### config.mk
export PLATFORM = sky130hd
export DESIGN_NAME = stable_priority_queue_flat
export DESIGN_NICKNAME = d
export VERILOG_FILES = /design/src/hdl/spq_pkg.sv /design/src/hdl/spq_if.sv /design/src/hdl/spq_cell.sv /design/src/hdl/stable_priority_queue.sv /design/src/flat_wrapper.sv
export VERILOG_INCLUDE_DIRS = /design/src /design/src/hdl
export SDC_FILE = /design/constraint.sdc
export NUM_CORES = 1
export LEC_CHECK = 0
export CELL_PAD_IN_SITES_DETAIL_PLACEMENT = 1
export CELL_PAD_IN_SITES_GLOBAL_PLACEMENT = 1
export CORE_AREA = 3 3 143 145
export CTS_BUF_LIST = sky130_fd_sc_hd__clkbuf_8
export DETAILED_ROUTE_END_ITERATION = 16
export DIE_AREA = 0 0 146 148
export DONT_BUFFER_PORTS = 1
export PLACE_DENSITY = 0.73
export SETUP_SLACK_MARGIN = 0.1
export SYNTH_ARGS = -nofsm -noshare
export SYNTH_HDL_FRONTEND = slang
export SYNTH_SLANG_ARGS = --single-unit
### constraint.sdc
create_clock -name i_clk -period 3.6 [get_ports i_clk]
set_input_delay 0.18 -clock i_clk [delete_from_list [all_inputs] [get_ports i_clk]]
set_output_delay 0.18 -clock i_clk [all_outputs]
set_load 0.005 [all_outputs]
### src/hdl/assert_macros.svh
// Assertion macros shared by the RTL of the stable priority queue.
// No dependencies; included by the modules that carry assertions.
`ifndef ASSERT_MACROS_SVH
`define ASSERT_MACROS_SVH

// Same-cycle implication, disabled while reset is asserted.
`define SPQ_ASSERT_NOW(label, clk, rst_n, ante, cons) \
    label: assert property (@(posedge clk) disable iff (!(rst_n)) (ante) |-> (cons)) \
        else $error("stable priority queue: same-cycle check failed");

// Next-cycle implication, disabled while reset is asserted.
`define SPQ_ASSERT_NEXT(label, clk, rst_n, ante, cons) \
    label: assert property (@(posedge clk) disable iff (!(rst_n)) (ante) |=> (cons)) \
        else $error("stable priority queue: next-cycle check failed");

`endif

### src/hdl/spq_pkg.sv
// Package for the stable priority queue: widths, status and kind codes,
// and the command struct that the top level sends to every cell. No dependencies.
package spq_pkg;

    localparam int DEPTH_DEF = 8;
    localparam int TAG_W     = 16;
    localparam int CLASS_W   = 2;
    localparam int STATUS_W  = 2;
    localparam int OCC_W     = 4;

    localparam logic [STATUS_W-1:0] ST_INSERTED = 2'd0;
    localparam logic [STATUS_W-1:0] ST_REMOVED  = 2'd1;
    localparam logic [STATUS_W-1:0] ST_FULL     = 2'd2;
    localparam logic [STATUS_W-1:0] ST_EMPTY    = 2'd3;

    localparam logic KIND_INSERT = 1'b0;
    localparam logic KIND_REMOVE = 1'b1;

    localparam logic [CLASS_W-1:0] CLASS_LAST = 2'd2;

    typedef struct packed {
        logic               ins;
        logic               rem;
        logic [CLASS_W-1:0] cls;
    } t_cell_cmd;

endpackage

### src/hdl/spq_if.sv
// Valid/ready channel interfaces of the stable priority queue.
// Depends on spq_pkg for the payload widths.
interface spq_in_if;
    logic                        valid;
    logic                        ready;
    logic                        kind;
    logic [spq_pkg::TAG_W-1:0]   tag;
    logic [spq_pkg::CLASS_W-1:0] priority_class;

    modport source(output valid, kind, tag, priority_class, input ready);
    modport sink(input valid, kind, tag, priority_class, output ready);
endinterface

interface spq_out_if;
    logic                         valid;
    logic                         ready;
    logic [spq_pkg::STATUS_W-1:0] status;
    logic [spq_pkg::TAG_W-1:0]    removed_tag;
    logic [spq_pkg::CLASS_W-1:0]  removed_class;
    logic [spq_pkg::OCC_W-1:0]    occupancy;

    modport source(output valid, status, removed_tag, removed_class, occupancy, input ready);
    modport sink(input valid, status, removed_tag, removed_class, occupancy, output ready);
endinterface

### src/hdl/spq_cell.sv
// One slot of the sorted queue: holds a tag and a class, and on each command
// keeps its entry, takes the new entry, or takes a neighbor's. Depends on spq_pkg.
module spq_cell (
    input  logic                        i_clk,
    input  spq_pkg::t_cell_cmd          i_cmd,
    input  logic                        i_used,
    input  logic                        i_gt_left,
    input  logic [spq_pkg::TAG_W-1:0]   i_new_tag,
    input  logic [spq_pkg::TAG_W-1:0]   i_left_tag,
    input  logic [spq_pkg::CLASS_W-1:0] i_left_class,
    input  logic [spq_pkg::TAG_W-1:0]   i_right_tag,
    input  logic [spq_pkg::CLASS_W-1:0] i_right_class,
    output logic                        o_gt,
    output logic [spq_pkg::TAG_W-1:0]   o_tag,
    output logic [spq_pkg::CLASS_W-1:0] o_class
);

    logic [spq_pkg::TAG_W-1:0]   r_tag;
    logic [spq_pkg::CLASS_W-1:0] r_class;
    logic [spq_pkg::TAG_W-1:0]   n_tag;
    logic [spq_pkg::CLASS_W-1:0] n_class;

    // A free slot or a strictly later class sits behind the insertion point.
    assign o_gt = !i_used || (r_class > i_cmd.cls);

    always_comb begin
        n_tag   = r_tag;
        n_class = r_class;
        if (i_cmd.ins) begin
            if (i_gt_left) begin
                n_tag   = i_left_tag;
                n_class = i_left_class;
            end else if (o_gt) begin
                n_tag   = i_new_tag;
                n_class = i_cmd.cls;
            end
        end else if (i_cmd.rem) begin
            n_tag   = i_right_tag;
            n_class = i_right_class;
        end
    end

    always_ff @(posedge i_clk) begin
        r_tag   <= n_tag;
        r_class <= n_class;
    end

    assign o_tag   = r_tag;
    assign o_class = r_class;

endmodule

### src/hdl/stable_priority_queue.sv
// Stable priority queue built from a row of spq_cell slots kept in service order.
// Depends on spq_pkg, spq_if, spq_cell and assert_macros.svh.
//
// Usage:
// The input channel i_in carries one request per transaction: kind selects an
// insert of tag with priority_class (class 3 is treated as class 2) or a removal
// of the head entry. Lower classes are served first; equal classes leave in
// arrival order.
// The output channel o_out returns exactly one result per request: status,
// the removed tag and class (zero unless an entry was removed), and the
// occupancy after the request.
// A result is valid in the cycle after its request is accepted. The block takes
// one request per cycle unless stalled; every cell compares against the request
// in parallel and shifts by at most one slot, so the result register is the only
// stage. A result waits in the output register while the receiver stalls; a new
// request is taken in the same cycle that the pending result is taken.
// Reset empties the queue and drops any pending result; no clearing pass follows.
// An insert into a full queue and a removal from an empty one leave it unchanged.
module stable_priority_queue #(
    parameter int DEPTH = spq_pkg::DEPTH_DEF
) (
    input  logic      i_clk,
    input  logic      i_rst_n,
    spq_in_if.sink    i_in,
    spq_out_if.source o_out
);

`include "assert_macros.svh"

    localparam int CW = $clog2(DEPTH + 1);
    localparam logic [CW-1:0] COUNT_FULL = CW'(DEPTH);

    logic [CW-1:0]                r_count;
    logic [CW-1:0]                n_count;
    logic                         r_out_valid;
    logic [spq_pkg::STATUS_W-1:0] r_status;
    logic [spq_pkg::STATUS_W-1:0] n_status;
    logic [spq_pkg::TAG_W-1:0]    r_rm_tag;
    logic [spq_pkg::CLASS_W-1:0]  r_rm_class;
    logic [spq_pkg::OCC_W-1:0]    r_occ;

    logic                         in_fire;
    logic                         is_ins;
    logic                         full;
    logic                         empty;
    spq_pkg::t_cell_cmd           cmd;

    logic [DEPTH-1:0]             w_used;
    logic [DEPTH-1:0]             w_gt;
    logic [spq_pkg::TAG_W-1:0]    w_tag [DEPTH];
    logic [spq_pkg::CLASS_W-1:0]  w_class [DEPTH];

    assign i_in.ready = !r_out_valid || o_out.ready;
    assign in_fire    = i_in.valid && i_in.ready;
    assign is_ins     = (i_in.kind == spq_pkg::KIND_INSERT);
    assign full       = (r_count == COUNT_FULL);
    assign empty      = (r_count == '0);

    always_comb begin
        cmd.ins = in_fire && is_ins && !full;
        cmd.rem = in_fire && !is_ins && !empty;
        cmd.cls = (i_in.priority_class > spq_pkg::CLASS_LAST) ? spq_pkg::CLASS_LAST
                                                              : i_in.priority_class;
    end

    always_comb begin
        n_count = r_count;
        if (cmd.ins) begin
            n_count = r_count + 1'b1;
        end else if (cmd.rem) begin
            n_count = r_count - 1'b1;
        end
    end

    always_comb begin
        if (is_ins) begin
            n_status = full ? spq_pkg::ST_FULL : spq_pkg::ST_INSERTED;
        end else begin
            n_status = empty ? spq_pkg::ST_EMPTY : spq_pkg::ST_REMOVED;
        end
    end

    genvar gi;
    generate
        for (gi = 0; gi < DEPTH; gi++) begin : g_cell
            logic                        gt_left;
            logic [spq_pkg::TAG_W-1:0]   left_tag;
            logic [spq_pkg::CLASS_W-1:0] left_class;
            logic [spq_pkg::TAG_W-1:0]   right_tag;
            logic [spq_pkg::CLASS_W-1:0] right_class;

            assign w_used[gi] = (CW'(gi) < r_count);

            if (gi == 0) begin : g_first
                assign gt_left    = 1'b0;
                assign left_tag   = '0;
                assign left_class = '0;
            end else begin : g_mid
                assign gt_left    = w_gt[gi-1];
                assign left_tag   = w_tag[gi-1];
                assign left_class = w_class[gi-1];
            end

            if (gi == DEPTH - 1) begin : g_last
                assign right_tag   = '0;
                assign right_class = '0;
            end else begin : g_inner
                assign right_tag   = w_tag[gi+1];
                assign right_class = w_class[gi+1];
            end

            spq_cell u_cell (
                .i_clk         (i_clk),
                .i_cmd         (cmd),
                .i_used        (w_used[gi]),
                .i_gt_left     (gt_left),
                .i_new_tag     (i_in.tag),
                .i_left_tag    (left_tag),
                .i_left_class  (left_class),
                .i_right_tag   (right_tag),
                .i_right_class (right_class),
                .o_gt          (w_gt[gi]),
                .o_tag         (w_tag[gi]),
                .o_class       (w_class[gi])
            );
        end
    endgenerate

    always_ff @(posedge i_clk) begin
        if (!i_rst_n) begin
            r_count     <= '0;
            r_out_valid <= 1'b0;
        end else begin
            r_count <= n_count;
            if (in_fire) begin
                r_out_valid <= 1'b1;
            end else if (o_out.ready) begin
                r_out_valid <= 1'b0;
            end
        end
    end

    always_ff @(posedge i_clk) begin
        if (in_fire) begin
            r_status   <= n_status;
            r_rm_tag   <= cmd.rem ? w_tag[0] : '0;
            r_rm_class <= cmd.rem ? w_class[0] : '0;
            r_occ      <= spq_pkg::OCC_W'(n_count);
        end
    end

    assign o_out.valid         = r_out_valid;
    assign o_out.status        = r_status;
    assign o_out.removed_tag   = r_rm_tag;
    assign o_out.removed_class = r_rm_class;
    assign o_out.occupancy     = r_occ;

    `SPQ_ASSERT_NOW(a_count_bound, i_clk, i_rst_n, 1'b1, r_count <= COUNT_FULL)
    `SPQ_ASSERT_NOW(a_ready_when_free, i_clk, i_rst_n, !r_out_valid, i_in.ready)
    `SPQ_ASSERT_NEXT(a_insert_counts, i_clk, i_rst_n, cmd.ins, r_count == $past(r_count) + 1'b1)
    `SPQ_ASSERT_NEXT(a_empty_status, i_clk, i_rst_n, in_fire && !is_ins && empty,
        r_status == spq_pkg::ST_EMPTY && r_count == '0)

endmodule
### src/flat_wrapper.sv
// flat-port wrapper written by rule: the top's interface ports become plain ports
module stable_priority_queue_flat 
#(
    parameter int DEPTH = spq_pkg::DEPTH_DEF
)
  (i_clk, i_rst_n, i_in_valid, i_in_kind, i_in_tag, i_in_priority_class, i_in_ready, o_out_valid, o_out_status, o_out_removed_tag, o_out_removed_class, o_out_occupancy, o_out_ready);
  spq_in_if i_in_i ();
  spq_out_if o_out_i ();
  input  logic i_clk;
  input  logic i_rst_n;
  input wire logic [$bits(i_in_i.valid)-1:0] i_in_valid;
  input wire logic [$bits(i_in_i.kind)-1:0] i_in_kind;
  input wire logic [$bits(i_in_i.tag)-1:0] i_in_tag;
  input wire logic [$bits(i_in_i.priority_class)-1:0] i_in_priority_class;
  output wire logic [$bits(i_in_i.ready)-1:0] i_in_ready;
  output wire logic [$bits(o_out_i.valid)-1:0] o_out_valid;
  output wire logic [$bits(o_out_i.status)-1:0] o_out_status;
  output wire logic [$bits(o_out_i.removed_tag)-1:0] o_out_removed_tag;
  output wire logic [$bits(o_out_i.removed_class)-1:0] o_out_removed_class;
  output wire logic [$bits(o_out_i.occupancy)-1:0] o_out_occupancy;
  input wire logic [$bits(o_out_i.ready)-1:0] o_out_ready;
  assign i_in_i.valid = i_in_valid;
  assign i_in_i.kind = i_in_kind;
  assign i_in_i.tag = i_in_tag;
  assign i_in_i.priority_class = i_in_priority_class;
  assign i_in_ready = i_in_i.ready;
  assign o_out_valid = o_out_i.valid;
  assign o_out_status = o_out_i.status;
  assign o_out_removed_tag = o_out_i.removed_tag;
  assign o_out_removed_class = o_out_i.removed_class;
  assign o_out_occupancy = o_out_i.occupancy;
  assign o_out_i.ready = o_out_ready;
  stable_priority_queue #(.DEPTH(DEPTH)) u_core (.i_clk(i_clk), .i_rst_n(i_rst_n), .i_in(i_in_i), .o_out(o_out_i));
endmodule
==> results.json <==
{
  "place_congestion": 0.849,
  "crit_path_start": "u_core.r_count[1]",
  "grt.overflow.total": 0,
  "p_per_area_mw_per_mm2": 494,
  "synth_seq_cells": 173,
  "required_ns": 3.78,
  "finalCriticalPeriod_ns": 2.86,
  "htree_num_levels": 4,
  "grt_pass1_wl_um": 43600,
  "core-area_mm2": 0.0193,
  "syn2layout_area_growth_pct": 8.98,
  "worstPathArrival_ns": 3.04,
  "synth_fa_ha_area_share_pct": 2.62,
  "drt_wl_total_um": 28200,
  "die_area_mm2": 0.0216,
  "final_util_pct": 51.1,
  "numPlacedInstances": 1112,
  "dieHeight_um": 148,
  "grt_max_degree": 131,
  "avgSynthCellArea_um2": 10.1,
  "synthMuxAreaShare_pct": 0.110,
  "rsz0062_at_grt": "no",
  "whs_path_depth": 2,
  "clock_path_buffers": 2,
  "slew_viol_final": 0,
  "rows": 51,
  "p_clk_share_pct": 26.2,
  "cellLeakagePower_nw": 3.40,
  "layout-drive-gt1-share_pct": 7.21,
  "slowest_stage": "nor2_1",
  "vias": 7479,
  "switching_share_pct": 33.3,
  "stdcell_count": 1167,
  "synth_common_cells": "edfxtp_1, o21ai_0, nand2_1",
  "wire_per_inst_um": 24.2,
  "p_switching_mw": 1.63,
  "die_w_um": 146,
  "clk_latency_ns": 0.48,
  "peakVddDrop_mv": 0.225,
  "initial_core_util_pct": 46.9,
  "n_antenna_cell": 0,
  "post-route-period-util_pct": 79.5,
  "cts_sinks": 173,
  "synth.yosys.seq_area_share_pct": 56.7,
  "syn_area_mm2": 0.00907,
  "first_iter_violations": 1183,
  "track_usage_pct": 25.8,
  "ys_types": 44,
  "relSlewSlack_pct": 27.1,
  "portBuffers": 0,
  "path_class": "reg2reg",
  "synth_cells": 900,
  "drc": 0,
  "worst_pin_slew_ns": 1.09,
  "critPathMaxStageDelay_ns": 0.83,
  "cts_tree": "yes",
  "grt_pass1_vias": 7214,
  "synth_edf_count": 168,
  "combPwrFrac_pct": 20.8,
  "outcome": "complete, no violations",
  "synthSimpleGateAreaFrac_pct": 11.8,
  "power.internal_mw": 3.25,
  "max-cap-violations": 0,
  "synth_compound_area_share_pct": 24.0,
  "holdWs_ns": 0.00962,
  "antenna_found_initial": 0,
  "final_hold_viol_count": 0,
  "critPathLaunchType": "flip-flop",
  "clock_skew_ns": 0.0130,
  "synth_top_family_by_area": "compound AO/OA/AOI/OAI gates",
  "synth_area_leaders": "edfxtp_1, o211ai_1, o21ai_0",
  "hold_class": "in2reg",
  "routed_via_density": 6.41,
  "ioPinCount": 49,
  "endpoint_kind": "flip-flop",
  "synth_xor_area_share_pct": 0.193,
  "min-delay-start": "i_in_tag[14]",
  "setup_viol": 0,
  "synth_top_cell_by_area": "edfxtp_1",
  "path_cells": "inv_1 -> ha_1 -> nor2_1 -> nor2_1 -> nor4_1 -> o21ai_1 -> buf_4",
  "ys_warn_count": 0,
  "yosysMostFrequentCell": "edfxtp_1",
  "final_nets": 931,
  "antenna_left": 0,
  "synthArstFlopShare_pct": 0,
  "p_seq_share_pct": 53.0,
  "fill_cells": 2174,
  "r2r_cells": 7,
  "clkTransAtPathRegs_ns": 0.10,
  "synth_fp_nets": 942,
  "cts_root_buffer": "clkbuf_8",
  "max_freq_ghz": 0.350,
  "critPathMostFrequentCell": "nor2_1",
  "dpl.hpwl_um": 19100,
  "dr.pass1.iters": 5,
  "synth-main-ff-cell": "edfxtp_1",
  "cts_buffers": 17,
  "netlist.area_leader.share_pct": 55.6,
  "worstPathMaxFanout": 20,
  "rr_startpoint": "u_core.r_count[1]",
  "tns_ns": 0
}
==> state kept, by name, indices dropped and copies added, names as in the netlist <==
signal,count
u_core.o_out.removed_tag,16
u_core.g_cell.u_cell.o_tag,128
u_core.r_count,4
u_core.g_cell.u_cell.o_class,16
u_core.o_out.valid,1
u_core.o_out.occupancy,4
u_core.o_out.removed_class,2
u_core.o_out.status,2
==> timing repair <==
item,CTS,global route
hold buffers,23,0
resized for setup,0,0
endpoints found under the hold margin,55,0
buffers inserted,0,0
==> metal layers <==
metal | share of wire (%) | vias to the layer above | GRT usage, %
met3 | 9.3 | 23 | 5.82
met2 | 43 | 360 | 37.3
li1 | - | 3360 | -
met1 | 47 | 3736 | 40.1
met4 | 0.79 | 0 | 4.84
met5 | 0 | - | 0
==> worst max-delay path, delay by kind of cell, from the launching register on <==
family	cells	cell delay [ns]
buffers and inverters	2	0.41
flip-flops	1	0.39
adder cells (fa/ha/maj)	1	0.31
AO/OA/AOI/OAI	1	0.35
AND/OR/NAND/NOR	3	1.10
==> final cells by class <==
class                   instances  area, um2  area share [%]
clock buffers                  17        234            2.37
flip-flops and latches        173       5140            52.0
inverters                      18       67.6           0.683
well taps                     265        332            3.35
clock inverters                15        115            1.16
multi-input cells             628       3530            35.7
repair buffers                 51        465            4.71
==> cell usage in the layout (no fill, tap or decap), drive strengths merged, types with 7 or more instances in the layout <==
master       instances
and2                20
clkinv               7
o211ai              72
edfxtp             168
nand3               18
buf                 28
nor2b               10
clkbuf              17
a31oi               71
inv                 23
ha                  19
a21oi               90
dlygate4sd3         23
o21ai              106
nor2                77
nand2               98
==> final timing paths <==
| check | end | slack [ns] |
|---|---|---|
| max | u_core.g_cell[2].u_cell.o_tag[4] | 0.74 |
| min | u_core.g_cell[6].u_cell.o_tag[14] | 0.01 |
| max reg2reg | u_core.g_cell[2].u_cell.o_tag[4] | 0.74 |
| min reg2reg | u_core.o_out.removed_tag[6] | 0.56 |
==> cells by family (layout without fill, tap and decap cells) <==
logic type | count (synthesis) | after routing
adder cells (fa/ha/maj) | 19 | 19
XOR/XNOR | 2 | 2
multiplexers | 1 | 1
AO/OA/AOI/OAI | 362 | 362
flip-flops | 173 | 173
buffers and inverters | 99 | 101
AND/OR/NAND/NOR | 244 | 244
==> through the flow <==
step	total power, mW	cell area, um2	setup slack [ns]
after floorplan	3.26	9070	0.186
after global placement	3.53	9310	0.941
after detailed placement	3.59	9310	0.798
after CTS	4.87	9890	0.766
after global routing	5.09	9890	0.494
final	4.88	9890	0.739
==> power by group through the flow <==
| stage | logic, mW | clock network, mW | registers [mW] |
|---|---|---|---|
| after floorplan | 0.674 | 0 | 2.58 |
| after global placement | 0.908 | 0 | 2.62 |
| after detailed placement | 0.960 | 0 | 2.63 |
| after CTS | 0.999 | 1.29 | 2.58 |
| after global routing | 1.11 | 1.37 | 2.61 |
| final | 1.01 | 1.28 | 2.59 |
Note: power is estimated with default switching activity, not from simulation.
